[src/rtl/pwsa_pkg.sv]
`default_nettype none

package pwsa_pkg;

  // Fixed field widths of the transaction payload.
  localparam int DATA_W      = 64;
  localparam int PHASE_W     = 2;

  // Default qubits per word; the top level may narrow it.
  localparam int WORD_BITS_DEF = 64;

  // Depth of the queue between front and back (power of two).
  localparam int QUEUE_DEPTH = 4;

  // One classified word as it waits in the queue.
  typedef struct packed {
    logic [DATA_W-1:0]  prod_x;
    logic [DATA_W-1:0]  prod_z;
    logic [PHASE_W-1:0] lhs_phase;
    logic [PHASE_W-1:0] rhs_phase;
    logic               last;
    logic               sign_par;   // parity of lhs.z & rhs.x
    logic               comm_par;   // anticommutation parity of this word
    logic [1:0]         y_cnt;      // lhs Y count of this word, mod 4
  } pwsa_entry_t;

  typedef struct packed {
    logic        push;
    pwsa_entry_t entry;
  } pwsa_push_t;

  typedef struct packed {
    logic full;
    logic empty;
  } pwsa_qstat_t;

endpackage

`default_nettype wire

[src/rtl/pwsa_front.sv]
`default_nettype none

module pwsa_front #(
  parameter int WORD_BITS = pwsa_pkg::WORD_BITS_DEF
) (
  input  wire logic                         in_valid,
  output logic                              in_stall,
  input  wire logic [pwsa_pkg::DATA_W-1:0]  in_lhs_x_word,
  input  wire logic [pwsa_pkg::DATA_W-1:0]  in_lhs_z_word,
  input  wire logic [pwsa_pkg::DATA_W-1:0]  in_rhs_x_word,
  input  wire logic [pwsa_pkg::DATA_W-1:0]  in_rhs_z_word,
  input  wire logic [pwsa_pkg::PHASE_W-1:0] in_lhs_phase,
  input  wire logic [pwsa_pkg::PHASE_W-1:0] in_rhs_phase,
  input  wire logic                         in_last_word,
  input  wire pwsa_pkg::pwsa_qstat_t        qstat_i,
  output pwsa_pkg::pwsa_push_t              push_o
);

  localparam int DW = pwsa_pkg::DATA_W;
  localparam int NBYTES = DW / 8;
  localparam logic [DW-1:0] MASK = {DW{1'b1}} >> (DW - WORD_BITS);

  // popcount mod 4, one byte at a time
  function automatic logic [1:0] ones_mod4(input logic [DW-1:0] v);
    logic [1:0] acc;
    logic [3:0] cnt;
    acc = 2'd0;
    for (int b = 0; b < NBYTES; b++) begin
      cnt = 4'($countones(v[8*b +: 8]));
      acc = acc + cnt[1:0];
    end
    return acc;
  endfunction

  logic [DW-1:0] lx, lz, rx, rz;
  logic          sp;

  assign lx = in_lhs_x_word & MASK;
  assign lz = in_lhs_z_word & MASK;
  assign rx = in_rhs_x_word & MASK;
  assign rz = in_rhs_z_word & MASK;
  assign sp = ^(lz & rx);

  assign in_stall = qstat_i.full;

  always_comb begin
    push_o.push            = in_valid && !qstat_i.full;
    push_o.entry.prod_x    = lx ^ rx;
    push_o.entry.prod_z    = lz ^ rz;
    push_o.entry.lhs_phase = in_lhs_phase;
    push_o.entry.rhs_phase = in_rhs_phase;
    push_o.entry.last      = in_last_word;
    push_o.entry.sign_par  = sp;
    push_o.entry.comm_par  = (^(lx & rz)) ^ sp;
    push_o.entry.y_cnt     = ones_mod4(lx & lz);
  end

endmodule

`default_nettype wire

[src/rtl/pwsa_queue.sv]
`default_nettype none

module pwsa_queue (
  input  wire logic                  clk,
  input  wire logic                  rst_n,
  input  wire pwsa_pkg::pwsa_push_t  push_i,
  input  wire logic                  pop_i,
  output pwsa_pkg::pwsa_qstat_t      qstat_o,
  output pwsa_pkg::pwsa_entry_t      head_o
);

  localparam int DEPTH = pwsa_pkg::QUEUE_DEPTH;
  localparam int PTR_W = $clog2(DEPTH);
  localparam int CNT_W = $clog2(DEPTH + 1);

  pwsa_pkg::pwsa_entry_t mem_r [DEPTH];
  logic [PTR_W-1:0] wr_ptr_r, wr_ptr_nxt;
  logic [PTR_W-1:0] rd_ptr_r, rd_ptr_nxt;
  logic [CNT_W-1:0] count_r, count_nxt;

  assign qstat_o.full  = (count_r == CNT_W'(DEPTH));
  assign qstat_o.empty = (count_r == '0);
  assign head_o        = mem_r[rd_ptr_r];

  always_comb begin
    wr_ptr_nxt = wr_ptr_r;
    rd_ptr_nxt = rd_ptr_r;
    count_nxt  = count_r;
    if (push_i.push) begin
      wr_ptr_nxt = wr_ptr_r + PTR_W'(1);
    end
    if (pop_i) begin
      rd_ptr_nxt = rd_ptr_r + PTR_W'(1);
    end
    if (push_i.push && !pop_i) begin
      count_nxt = count_r + CNT_W'(1);
    end else if (pop_i && !push_i.push) begin
      count_nxt = count_r - CNT_W'(1);
    end
  end

  always_ff @(posedge clk) begin
    if (!rst_n) begin
      wr_ptr_r <= '0;
      rd_ptr_r <= '0;
      count_r  <= '0;
    end else begin
      wr_ptr_r <= wr_ptr_nxt;
      rd_ptr_r <= rd_ptr_nxt;
      count_r  <= count_nxt;
    end
  end

  always_ff @(posedge clk) begin
    if (push_i.push) begin
      mem_r[wr_ptr_r] <= push_i.entry;
    end
  end

endmodule

`default_nettype wire

[src/rtl/pwsa_back.sv]
`default_nettype none

module pwsa_back (
  input  wire logic                          clk,
  input  wire logic                          rst_n,
  input  wire pwsa_pkg::pwsa_qstat_t         qstat_i,
  input  wire pwsa_pkg::pwsa_entry_t         head_i,
  output logic                               pop_o,
  output logic                               out_valid,
  input  wire logic                          out_stall,
  output logic [pwsa_pkg::DATA_W-1:0]        out_prod_x_word,
  output logic [pwsa_pkg::DATA_W-1:0]        out_prod_z_word,
  output logic [pwsa_pkg::PHASE_W-1:0]       out_prod_phase,
  output logic                               out_anticommutes,
  output logic                               out_squares_to_identity,
  output logic                               out_measure_negative,
  output logic                               out_measure_error,
  output logic                               out_result_last
);

  localparam logic [1:0] COEFF_NEG = 2'd2;

  logic       sign_par_r, sign_par_nxt;
  logic       comm_par_r, comm_par_nxt;
  logic [1:0] y_cnt_r, y_cnt_nxt;
  logic       out_valid_r;

  logic       sp_sum, cp_sum;
  logic [1:0] yc_sum, coeff;

  logic [pwsa_pkg::DATA_W-1:0]  px_r, pz_r;
  logic [pwsa_pkg::PHASE_W-1:0] phase_r;
  logic anti_r, sq_r, neg_r, err_r, last_r;

  assign pop_o = !qstat_i.empty && (!out_valid_r || !out_stall);

  assign sp_sum = sign_par_r ^ head_i.sign_par;
  assign cp_sum = comm_par_r ^ head_i.comm_par;
  assign yc_sum = y_cnt_r + head_i.y_cnt;
  assign coeff  = head_i.lhs_phase - yc_sum;

  always_comb begin
    sign_par_nxt = sign_par_r;
    comm_par_nxt = comm_par_r;
    y_cnt_nxt    = y_cnt_r;
    if (pop_o) begin
      // last word closes the pair of strings
      sign_par_nxt = head_i.last ? 1'b0 : sp_sum;
      comm_par_nxt = head_i.last ? 1'b0 : cp_sum;
      y_cnt_nxt    = head_i.last ? 2'd0 : yc_sum;
    end
  end

  always_ff @(posedge clk) begin
    if (!rst_n) begin
      sign_par_r  <= 1'b0;
      comm_par_r  <= 1'b0;
      y_cnt_r     <= 2'd0;
      out_valid_r <= 1'b0;
    end else begin
      sign_par_r <= sign_par_nxt;
      comm_par_r <= comm_par_nxt;
      y_cnt_r    <= y_cnt_nxt;
      if (pop_o) begin
        out_valid_r <= 1'b1;
      end else if (!out_stall) begin
        out_valid_r <= 1'b0;
      end
    end
  end

  always_ff @(posedge clk) begin
    if (pop_o) begin
      px_r    <= head_i.prod_x;
      pz_r    <= head_i.prod_z;
      last_r  <= head_i.last;
      phase_r <= head_i.last ?
                 (head_i.lhs_phase + head_i.rhs_phase + {sp_sum, 1'b0}) : 2'd0;
      anti_r  <= head_i.last && cp_sum;
      sq_r    <= head_i.last && !coeff[0];
      neg_r   <= head_i.last && (coeff == COEFF_NEG);
      err_r   <= head_i.last && coeff[0];
    end
  end

  assign out_valid               = out_valid_r;
  assign out_prod_x_word         = px_r;
  assign out_prod_z_word         = pz_r;
  assign out_prod_phase          = phase_r;
  assign out_anticommutes        = anti_r;
  assign out_squares_to_identity = sq_r;
  assign out_measure_negative    = neg_r;
  assign out_measure_error       = err_r;
  assign out_result_last         = last_r;

endmodule

`default_nettype wire

[src/rtl/pauli_word_serial_alu.sv]
// Word-serial ALU for two Pauli strings in symplectic form. Each input
// transaction carries one word of x and z bits for both operands (the low
// WORD_BITS bits are used, upper bits are ignored and return as zero), and
// yields exactly one result transaction holding the product's x and z words
// (XOR of the operands). Across the words of a string pair the block keeps
// the sign parity popcount(lhs.z & rhs.x), the anticommutation parity and
// the lhs Y count mod 4; on the transaction flagged last_word it also
// reports the product phase, the commutation verdict, whether lhs squares
// to identity and the lhs measurement sign (measure_error when the lhs
// coefficient is imaginary), then clears the running state for the next
// pair. Phases are read only on the last word; the summary outputs read
// zero on other words. Throughput is one word per clock, sustained with no
// bubbles while out_stall is low. out_valid is registered: the front
// classifies and writes the queue at the accept edge, and the back folds
// the queue head into the running state and loads the output register
// when it pops that word, which a stalled output can delay. in_stall rises
// only once the four-entry queue is full behind a stalled output.
`default_nettype none

module pauli_word_serial_alu #(
  parameter int WORD_BITS = pwsa_pkg::WORD_BITS_DEF
) (
  input  wire logic                         clk,
  input  wire logic                         rst_n,
  // input channel
  input  wire logic                         in_valid,
  output logic                              in_stall,
  input  wire logic [pwsa_pkg::DATA_W-1:0]  in_lhs_x_word,
  input  wire logic [pwsa_pkg::DATA_W-1:0]  in_lhs_z_word,
  input  wire logic [pwsa_pkg::DATA_W-1:0]  in_rhs_x_word,
  input  wire logic [pwsa_pkg::DATA_W-1:0]  in_rhs_z_word,
  input  wire logic [pwsa_pkg::PHASE_W-1:0] in_lhs_phase,
  input  wire logic [pwsa_pkg::PHASE_W-1:0] in_rhs_phase,
  input  wire logic                         in_last_word,
  // result channel
  output logic                              out_valid,
  input  wire logic                         out_stall,
  output logic [pwsa_pkg::DATA_W-1:0]       out_prod_x_word,
  output logic [pwsa_pkg::DATA_W-1:0]       out_prod_z_word,
  output logic [pwsa_pkg::PHASE_W-1:0]      out_prod_phase,
  output logic                              out_anticommutes,
  output logic                              out_squares_to_identity,
  output logic                              out_measure_negative,
  output logic                              out_measure_error,
  output logic                              out_result_last
);

  pwsa_pkg::pwsa_push_t  push;
  pwsa_pkg::pwsa_qstat_t qstat;
  pwsa_pkg::pwsa_entry_t head;
  logic                  pop;

  // Front: masks the words, forms product words, per-word parities and
  // Y count. Stalls only when the queue is full.
  pwsa_front #(
    .WORD_BITS (WORD_BITS)
  ) u_front (
    .in_valid      (in_valid),
    .in_stall      (in_stall),
    .in_lhs_x_word (in_lhs_x_word),
    .in_lhs_z_word (in_lhs_z_word),
    .in_rhs_x_word (in_rhs_x_word),
    .in_rhs_z_word (in_rhs_z_word),
    .in_lhs_phase  (in_lhs_phase),
    .in_rhs_phase  (in_rhs_phase),
    .in_last_word  (in_last_word),
    .qstat_i       (qstat),
    .push_o        (push)
  );

  // Short queue decouples the two sides; a stalled output fills it.
  pwsa_queue u_queue (
    .clk     (clk),
    .rst_n   (rst_n),
    .push_i  (push),
    .pop_i   (pop),
    .qstat_o (qstat),
    .head_o  (head)
  );

  // Back: running state, last-word verdicts, output register.
  pwsa_back u_back (
    .clk                     (clk),
    .rst_n                   (rst_n),
    .qstat_i                 (qstat),
    .head_i                  (head),
    .pop_o                   (pop),
    .out_valid               (out_valid),
    .out_stall               (out_stall),
    .out_prod_x_word         (out_prod_x_word),
    .out_prod_z_word         (out_prod_z_word),
    .out_prod_phase          (out_prod_phase),
    .out_anticommutes        (out_anticommutes),
    .out_squares_to_identity (out_squares_to_identity),
    .out_measure_negative    (out_measure_negative),
    .out_measure_error       (out_measure_error),
    .out_result_last         (out_result_last)
  );

endmodule

`default_nettype wire

[config.mk]
export PLATFORM = sky130hd
export DESIGN_NAME = pauli_word_serial_alu
export DESIGN_NICKNAME = d
export VERILOG_FILES = /design/src/rtl/pwsa_pkg.sv /design/src/rtl/pwsa_front.sv /design/src/rtl/pwsa_queue.sv /design/src/rtl/pwsa_back.sv /design/src/rtl/pauli_word_serial_alu.sv
export SDC_FILE = /design/constraint.sdc
export NUM_CORES = 1
export LEC_CHECK = 0
export ABC_CLOCK_PERIOD_IN_PS = 8900
export BUFFER_PORTS_ARGS = -buffer_cell sky130_fd_sc_hd__buf_2
export CAP_MARGIN = 10
export CORE_ASPECT_RATIO = 1.25
export CORE_MARGIN = 4
export CORE_UTILIZATION = 30
export CTS_CLUSTER_SIZE = 8
export DETAILED_ROUTE_END_ITERATION = 12
export HOLD_SLACK_MARGIN = 0.06
export PLACE_DENSITY = 0.46
export SLEW_MARGIN = 20
export SYNTH_ARGS = -nofsm -noshare
export SYNTH_HDL_FRONTEND = slang
export SYNTH_HIERARCHICAL = 1
export SYNTH_SLANG_ARGS = --single-unit
[constraint.sdc]
create_clock -name clk -period 8.9 [get_ports clk]
set_input_delay 1.335 -clock clk [delete_from_list [all_inputs] [get_ports clk]]
set_output_delay 1.335 -clock clk [all_outputs]
set_load 0.02 [all_outputs]
Word-level counts from Yosys, hierarchy flattened
Memory sizes are Yosys's and may differ from the RTL's. A register that Yosys moved wholly into a read port is not among the register bits.
Cells that the tools add are included.
{"block": "word_totals", "n_memories": 1, "ramBits": 548, "elab_cells": 129, "out_inout_bits": 137, "reg_bits": 147}
{"block": "op_classes", "eq_ne": 3, "n_bitwise": 8, "n_addsub": 71, "reduce_logical": 20, "mux": 11}
{"name": "u_queue.mem_r", "words": 4, "word_bits": 137, "read_ports": 1, "rd_ports_with_merged_regs": 1, "wr": 1, "line": "pwsa_queue.sv:16", "rtl": "pwsa_pkg::pwsa_entry_t mem_r [DEPTH];"}
{"cell": "$and 64x64->64", "count": 3}
{"cell": "$reduce_xor 64->1", "count": 2}
{"cell": "$xor 64x64->64", "count": 2}
{"cell": "$add 2x2->2", "count": 34}
{"cell": "$add 1x1->2", "count": 32}
{"cell": "$logic_and 1x1->1", "count": 8}
{"cell": "$logic_not 1->1", "count": 7}
{"cell": "$mux 1", "count": 6}
{"cell": "$mux 2", "count": 3}
{"cell": "$mux 3", "count": 2}
{"cell": "$add 2x1->2 const B", "count": 2}
{"cell": "$add 3x1->3 const B", "count": 1}
{"cell": "$eq 3x3->1 const B", "count": 1}
{"cell": "$logic_not 3->1", "count": 1}
{"cell": "$sub 3x1->3 const B", "count": 1}
{"cell": "$xor 1x1->1", "count": 3}
{"cell": "$eq 2x2->1 const B", "count": 1}
{"cell": "$ne 2x1->1 const B", "count": 1}
{"cell": "$reduce_bool 2->1", "count": 1}
{"cell": "$sub 2x2->2", "count": 1}
{"cell": "$logic_or 1x1->1", "count": 1}

Logic depth before layout (Yosys ltp)
Gate-level depths: netlist of run 1.
{"block": "depth", "depth_word": 11, "depth_mapped": 18}

Cells and area by module
The synthesis of run 1 kept the hierarchy.
{"mod": "pwsa_queue", "seq_area_each_um2": 16636.0, "area_per_inst_um2": 20181.9, "instances": 1, "cells_per_inst": 758}
{"mod": "pwsa_back", "seq_area_each_um2": 4154.0, "area_per_inst_um2": 4420.5, "instances": 1, "cells_per_inst": 175}
{"mod": "pwsa_front", "seq_area_each_um2": 0.0, "area_per_inst_um2": 4055.1, "instances": 1, "cells_per_inst": 530}

Least setup slack after synthesis of run 1
OpenSTA, ideal clock, no wires.
{"block": "synth_timing", "kind": "in2reg", "start": "input in_lhs_x_word[45] (netlist bit)", "end": "memory u_queue/mem_r[0][1] (netlist bit) (data pin)", "required_time_ps": 8626, "stages": 17, "setup_slack_ps": 2191, "arrival_ps": 6435, "path_cell_list": "and2_1 -> fa_1 -> inv_1 -> fa_1 -> inv_1 -> fa_1 -> fa_1 -> fa_1 -> fa_1 -> fa_1 -> fa_1 -> ha_1 -> xor2_1 -> xnor2_1 -> xnor2_1 -> xnor2_1 -> xnor2_1"}
{"element": "from (decl)", "line": "pauli_word_serial_alu.sv:28", "rtl": "input wire logic [pwsa_pkg::DATA_W-1:0] in_lhs_x_word,"}
{"element": "to (decl)", "line": "pwsa_queue.sv:16"}

==> flow_metrics.env, run 1 <==
export IMPL_async_flop_share_pct=0
export IMPL_cp_required_ps=9300
export IMPL_slowest_delay_ps=620
export IMPL_power_density_nw_per_um2=330
export IMPL_postCtsHoldBufs=0
export IMPL_cts_root_buffer="clkbuf_16"
export IMPL_antenna_left=0
export IMPL_max_freq_mhz=148
export IMPL_tightest_slew_ps=1060
export IMPL_ys_ff_latch=697
export IMPL_synth_top_area_share_pct=71.6
export IMPL_groute_usage_overall_pct=18.2
export IMPL_worst_setup_path_start_kind="input port"
export IMPL_fin_skew_ps=30.7
export IMPL_clockBufferDepth=3
export IMPL_status="complete, no violations"
export IMPL_finalSetupTns_ps=0
export IMPL_ir_drop_uv=204
export IMPL_cp_slowest_cell="fa_1"
export IMPL_finalCritPeriodShare_pct=75.8
export IMPL_cts_resized_gates=0
export IMPL_ys_flop_type="edfxtp_1"
export IMPL_grt_max_degree=61
export IMPL_min_from="u_back/y_cnt_r[0]"
export IMPL_die_area_um2=101000
export IMPL_critPathKind="in2reg"
export IMPL_io_pins=402
export IMPL_synth_yosys_seq_area_share_pct=72.5
export IMPL_io_buffers=401
export IMPL_synth_warnings=6
export IMPL_preCtsSetupSlack_ps=1470
export IMPL_syn_avg_cell_area_um2=19.6
export IMPL_place_congestion=0.835
export IMPL_path_delay_family="adder cells"
export IMPL_synthTopCellsByArea="edfxtp_1 72%, mux4_2 11%, xor2_1 5.1%"
export IMPL_hold_path_class="reg2reg"
export IMPL_routedWlPerCell_um=28.9
export IMPL_place_hpwl_mm=67.3
export IMPL_clk_pin_slew_ps=50
export IMPL_start_util_pct=30.3
export IMPL_total_power_mw=11.4
export IMPL_rsz0062_at_grt="false"
export IMPL_grt_pass1_wl_mm=127
export IMPL_drt_iter0_drc=1064
export IMPL_cp_common_cell="fa_1"
export IMPL_htree_levels=3
export IMPL_dpl_cell_count=3058
export IMPL_fin_nets=2246
export IMPL_yosys_area_top_type="edfxtp_1"
export IMPL_post_synth_top_count_cell="edfxtp_1"
export IMPL_grt_pass1_vias=16300
export IMPL_syn_nets=1768
export IMPL_drc=0
export IMPL_synth_edf_count=683
export IMPL_first_pass_iters=5
export IMPL_worstPathMaxFanout=4
export IMPL_syn_area_um2=28700
export IMPL_cts_sinks=697
export IMPL_die_x_um=284
export IMPL_crit_buf_inv=3
export IMPL_hold_viol_final=0
export IMPL_crit_arrival_ps=7150
export IMPL_area_growth_synth_to_final_pct=20.9
export IMPL_drive_above_1_share_pct=33.7
export IMPL_antenna_found_initial=30
export IMPL_leakage_nw=12.0
export IMPL_multi_input_area_um2=7570
export IMPL_drv_slew=0
export IMPL_final_seq_area_um2=20800
export IMPL_fp_dieH_um=354
export IMPL_vias_per_cell=4.69
export IMPL_rows=126
export IMPL_crit_chain="buf_2 > and2_1 > fa_1 > inv_1 > fa_1 > inv_1 > fa_1 > fa_1 > fa_1 > fa_1 > fa_1 > fa_1 > ha_1 > xor2_1 > xnor2_1 > xnor2_1 > xnor2_1 > xnor2_1"
export IMPL_post_cts_buffers=0
export IMPL_final_setup_viol_count=0
export IMPL_synthCells=1463
export IMPL_core_um2=94600
export IMPL_ys_top_cells_by_count="683 x edfxtp_1, 168 x xor2_1, 158 x nand2_1, 137 x mux4_2, 130 x xnor2_1"
export IMPL_cts_tree="yes"
export IMPL_crit_path_end_kind="flip-flop"
export IMPL_instances_no_fill=3194
export IMPL_clkLatencyLatePin_ps=640
export IMPL_setup_slack_ps=2160
export IMPL_cp_startpoint="in_lhs_x_word[43]"
export IMPL_fin_util_pct=36.6
export IMPL_wirelength_mm=92.2
export IMPL_synth_cell_types=29
export IMPL_numCtsBuffers=97
export IMPL_drv_cap=0
export IMPL_fill_cells=8895
export IMPL_min_period_ps=6740
export IMPL_slew_headroom_pct=29.0
export IMPL_overflow=0
export IMPL_vias=15000
-- final cells by class --
| class | instances | area share (%) |
|---|---|---|
| clock buffer | 119 | 7.24 |
| tap | 1216 | 4.39 |
| timing repair buffer | 416 | 6.12 |
| inverter | 17 | 0.199 |
| antenna | 12 | 0.0866 |
| sequential | 697 | 60.0 |
| clock inverter | 5 | 0.134 |
| multi-input combinational | 712 | 21.8 |
-- power by group --
part           total [mW]  internal (mW)  leakage [nW]  switching (mW)
Sequential           4.97           4.65          6.45           0.320
Combinational        3.23           1.22          4.30            2.01
Clock                3.24           1.94          1.25            1.30
Total                11.4           7.81          12.0            3.64
-- worst register-to-register path, delay by kind of cell, from the launching register on --
| kind | cells | cell delay, ps |
|---|---|---|
| DFF | 1 | 1020 |
| adders and majority gates | 1 | 370 |
| muxes | 1 | 480 |
| and+or+nand+nor | 2 | 310 |
| xor gates and xnor gates | 1 | 160 |
| buffers and inverters | 1 | 770 |
-- final timing paths --
check                           cells after the start  slack, ps                           to
worst max-delay path                               18       2160          u_queue/mem_r[3][1]
worst min-delay path                                2        470            u_back/y_cnt_r[0]
worst max register to register                      6       5550  u_back/out_measure_negative
worst min register to register                      2        470            u_back/y_cnt_r[0]
-- state kept, by name, summed over array words and instances (netlist names), named ones only --
register / count
u_queue/mem_r: 548
u_back/out_prod_x_word: 64
u_back/out_prod_z_word: 64
u_queue/count_r: 3
u_back/out_prod_phase: 2
u_back/y_cnt_r: 2
u_queue/rd_ptr_r: 2
u_queue/wr_ptr_r: 2
u_back/comm_par_r: 1
u_back/out_anticommutes: 1
u_back/out_measure_error: 1
u_back/out_measure_negative: 1
u_back/out_result_last: 1
u_back/out_squares_to_identity: 1
u_back/out_valid: 1
u_back/sign_par_r: 1
-- kinds of logic (layout without fill, tap and decap cells) --
kind of cell / Yosys count / after routing / share of synthesized area, %
other: 0 / 12 / 0
muxes: 139 / 139 / 10.8
DFF: 697 / 697 / 72.5
xor gates and xnor gates: 299 / 299 / 9.19
AOI/OAI and AO/OA: 12 / 12 / 0.284
buffers and inverters: 54 / 557 / 1.09
adders and majority gates: 40 / 40 / 2.58
and+or+nand+nor: 222 / 222 / 3.48
-- cells in the final DEF, fill, tap and decap left out, drive strengths merged, types with 2 or more instances in the layout --
master | netlist | layout
mux4 | 137 | 137
buf | 36 | 416
nand3b | 3 | 3
fa | 32 | 32
clkinv | 0 | 2
nor2b | 4 | 4
ha | 8 | 8
diode | 0 | 12
o21ai | 4 | 4
edfxtp | 683 | 683
clkbuf | 1 | 119
nor2 | 2 | 2
inv | 17 | 20
mux2i | 2 | 2
xnor2 | 130 | 130
and2 | 50 | 50
a21boi | 5 | 5
dfxtp | 14 | 14
xor2 | 168 | 168
nand2 | 159 | 159
-- layer usage --
| layer | track usage, % | vias up | routed length, µm |
|---|---|---|---|
| li1 | - | 6497 | - |
| met4 | 4.41 | 16 | 1640 |
| met2 | 30.8 | 450 | 45300 |
| met3 | 3.51 | 120 | 5160 |
| met1 | 24.2 | 7906 | 39900 |
| met5 | 0 | - | 93 |
-- stage by stage --
stage	area (µm²)	hold WS, ps
finish	34700	475
detailed placement	32100	469
CTS	34600	477
floorplan	28700	445
global placement	32100	458
global route	34600	492
Note: power is estimated with default switching activity, not from simulation.
==> run 2, diff against run 1 <==
--- a/config.mk
+++ b/config.mk
@@ -5,7 +5,8 @@
 export SDC_FILE = /design/constraint.sdc
 export NUM_CORES = 1
 export LEC_CHECK = 0
-export ABC_CLOCK_PERIOD_IN_PS = 8900
+export ABC_AREA = 1
+export ABC_CLOCK_PERIOD_IN_PS = 5600
 export BUFFER_PORTS_ARGS = -buffer_cell sky130_fd_sc_hd__buf_2
 export CAP_MARGIN = 10
 export CORE_ASPECT_RATIO = 1.25
@@ -14,7 +15,7 @@
 export CTS_CLUSTER_SIZE = 8
 export DETAILED_ROUTE_END_ITERATION = 12
 export HOLD_SLACK_MARGIN = 0.06
-export PLACE_DENSITY = 0.46
+export PLACE_DENSITY = 0.48
 export SLEW_MARGIN = 20
 export SYNTH_ARGS = -nofsm -noshare
 export SYNTH_HDL_FRONTEND = slang
==> constraint.sdc (replaced) <==
create_clock -name clk -period 5.6 [get_ports clk]
set_input_delay 0.84 -clock clk [delete_from_list [all_inputs] [get_ports clk]]
set_output_delay 0.84 -clock clk [all_outputs]
set_load 0.02 [all_outputs]
==> flow_metrics.env, run 2 <==
export IMPL_largest_register="u_queue/mem_r"
export IMPL_ys_flop_type="edfxtp_1"
export IMPL_cp_common_cell="fa_1"
export IMPL_cp_required_ps=6010
export IMPL_finalCritPeriodShare_pct=105
export IMPL_reg2regPathDepth=4
export IMPL_vias_per_cell=4.64
export IMPL_place_area_um2=35400
export IMPL_setup_slack_ps=-256
export IMPL_path_delay_family="adder cells"
export IMPL_rsz0062_at_grt="true"
export IMPL_syn_avg_cell_area_um2=11.2
export IMPL_instances_no_fill=4690
export IMPL_failed_checks="setup timing"
export IMPL_synthTopCellsByArea="edfxtp_1 65%, nand2_1 9.5%, xor2_1 4.3%"
export IMPL_post_synth_top_count_cell="nand2_1"
export IMPL_busiest_layer="met2"
export IMPL_rr_endpoint="u_back/out_prod_z_word[20]"
export IMPL_critPathKind="in2reg"
export IMPL_drc=0
export IMPL_ys_top_cells_by_count="796 x nand2_1, 683 x edfxtp_1, 288 x nor2_1, 171 x inv_1, 157 x o21ai_0"
export IMPL_cts_tree="yes"
export IMPL_routedWlPerCell_um=20.8
export IMPL_htree_levels=3
export IMPL_clk_pin_slew_ps=50
export IMPL_max_freq_mhz=171
export IMPL_fin_area_um2=38300
export IMPL_cts_sinks=697
export IMPL_synth_cell_types=30
export IMPL_leakage_nw=15.7
export IMPL_ir_drop_uv=251
export IMPL_hold_viol_final=0
export IMPL_preCtsSetupSlack_ps=-1170
export IMPL_slowest_delay_ps=600
export IMPL_drv_cap=0
export IMPL_syn_area_um2=31400
export IMPL_rows=132
export IMPL_crit_path_end_kind="flip-flop"
export IMPL_final_common_cell="nand2_1"
export IMPL_grt_use_met3_pct=3.46
export IMPL_clkLatencyLatePin_ps=680
export IMPL_place_congestion=0.842
export IMPL_slew_headroom_pct=27.5
export IMPL_drt_iter0_drc=1183
export IMPL_dpl_cell_count=4563
export IMPL_min_period_ps=5860
export IMPL_fin_nets=3628
export IMPL_clockBufferDepth=3
export IMPL_drv_slew=0
export IMPL_min_from="in_rhs_phase[1]"
export IMPL_vias=21700
export IMPL_hold_path_class="in2reg"
export IMPL_yosys_area_top_type="edfxtp_1"
export IMPL_async_flop_share_pct=0
export IMPL_grt_pass1_vias=21700
export IMPL_die_x_um=297
export IMPL_tightest_slew_ps=1090
export IMPL_grt_pass1_wl_mm=141
export IMPL_worst_setup_path_start_kind="input port"
export IMPL_cts_root_buffer="clkbuf_16"
export IMPL_synthCells=2812
export IMPL_antenna_left=0
export IMPL_fp_dieH_um=370
export IMPL_core_um2=104000
export IMPL_fin_skew_ps=32.1
export IMPL_drive_above_1_share_pct=22.5
export IMPL_crit_buf_inv=2
export IMPL_area_growth_synth_to_final_pct=21.9
export IMPL_ys_ff_latch=697
export IMPL_met2_usage_pct=29.6
export IMPL_crit_chain="buf_2 > nand2_1 > fa_2 > fa_1 > inv_1 > fa_2 > fa_1 > fa_1 > fa_1 > fa_1 > fa_1 > ha_2 > xnor2_2 > xnor2_2 > xnor2_1 > xor2_1 > nand3b_1 > nand2_2"
export IMPL_wirelength_mm=97.4
export IMPL_numCtsBuffers=97
export IMPL_status="finished with violations"
export IMPL_final_setup_viol_count=4
export IMPL_overflow=0
export IMPL_synth_top_area_share_pct=65.3
export IMPL_final_cell_mix="781 x nand2_1, 683 x edfxtp_1, 389 x buf_2, 288 x nor2_1, 157 x o21ai_0"
export IMPL_crit_arrival_ps=6260
export IMPL_worstPathMaxFanout=4
export IMPL_die_area_um2=110000
export IMPL_hold_depth=1
export IMPL_synth_warnings=6
export IMPL_cp_slowest_cell="fa_2"
export IMPL_groute_usage_overall_pct=17.4
export IMPL_place_hpwl_mm=67.3
export IMPL_whs_endpoint="u_queue/mem_r[1][6]"
export IMPL_critical_path_depth=18
export IMPL_grt_max_degree=128
export IMPL_synth_yosys_seq_area_share_pct=66.2
export IMPL_reg2reg_slack_ps=2790
export IMPL_antenna_found_initial=12
export IMPL_largest_register_ffs=548
export IMPL_power_density_nw_per_um2=500
export IMPL_finalSetupTns_ps=-1020
export IMPL_io_buffers=401
export IMPL_grtUsageMet1_pct=22.5
export IMPL_syn_nets=3117
export IMPL_start_util_pct=30.3
export IMPL_io_pins=402
export IMPL_synth_edf_count=683
export IMPL_first_pass_iters=5
## run 2: cell types whose count changed in the layout (fill, tap and decap cells not counted), sizes merged, moves of 8 or more
cell    before  now
nand2      159  854
nor2         2  292
o21ai        4  280
inv         20  201
mux4       137    0
o22ai        0  137
xnor2      130   30
buf        416  509
and2        50    0
nand3        0   15
xor2       168  153
a21oi        0    9
diode       12    3
clkinv       2   10
## run 2: power by group
part           switching, mW  leakage, nW  total (mW)  internal (mW)
Combinational           4.34         7.99        6.16           1.82
Clock                   2.16         1.30        5.29           3.14
Sequential             0.377         6.45        7.70           7.33
Total                   6.87         15.7        19.2           12.3
## run 2: final cells by class
type / instances / area, µm²
antenna: 3 / 7.51
clock buffer: 116 / 2520
clock inverter: 7 / 175
fill: 10200 / 65400
inverter: 204 / 803
multi-input combinational: 1814 / 9320
sequential: 697 / 20800
tap: 1340 / 1680
timing repair buffer: 509 / 3000
## run 2: metrics by stage
step / utilization (%) / power [mW] / hold slack, ps
after floorplan: - / 11.7 / 412
after CTS: 36.8 / 19.4 / 335
after global placement: 34.2 / 14.0 / 412
final: 36.9 / 19.2 / 396
after global routing: 36.9 / 20.3 / 369
after detailed placement: 34.2 / 14.0 / 420
## run 2: metal layers
| metal | vias to the layer above | share of wire, % |
|---|---|---|
| met5 | - | 0.036 |
| li1 | 10500 | - |
| met3 | 117 | 5.2 |
| met2 | 559 | 48 |
| met4 | 8 | 2.4 |
| met1 | 10500 | 44 |
## run 2: how the worst max path moves through the flow
stage                                  from                   to  slack, ps
final                     in_lhs_z_word[15]  u_queue/mem_r[0][1]       -260
after global placement    in_lhs_x_word[33]  u_queue/mem_r[0][1]      -1090
after CTS                  in_lhs_z_word[5]  u_queue/mem_r[0][1]       -260
after global routing      in_lhs_z_word[33]  u_queue/mem_r[0][1]       -460
after floorplan           in_lhs_x_word[35]  u_queue/mem_r[0][1]       -550
after detailed placement  in_lhs_x_word[33]  u_queue/mem_r[0][1]      -1170
## run 2: cell families (layout without fill, tap and decap cells)
| group | count (synthesis) | in the layout | synth area share, % |
|---|---|---|---|
| AND/OR/NAND/NOR | 1165 | 1165 | 14.5 |
| adder cells (fa/ha/maj) | 40 | 40 | 2.36 |
| AO/OA/AOI/OAI | 426 | 426 | 7.34 |
| XOR/XNOR | 183 | 183 | 5.15 |
| other | 0 | 3 | 0 |
| buffers and inverters | 301 | 836 | 4.44 |
| flip-flops | 697 | 697 | 66.2 |
## run 2: what timing repair did
| action | in CTS | in global routing |
|---|---|---|
| pin swaps | 18 | 11 |
| gates resized for setup | 24 | 23 |
| setup endpoints to repair | 4 | 4 |
| buffers inserted | 0 | 1 |
| hold buffers | 0 | 0 |
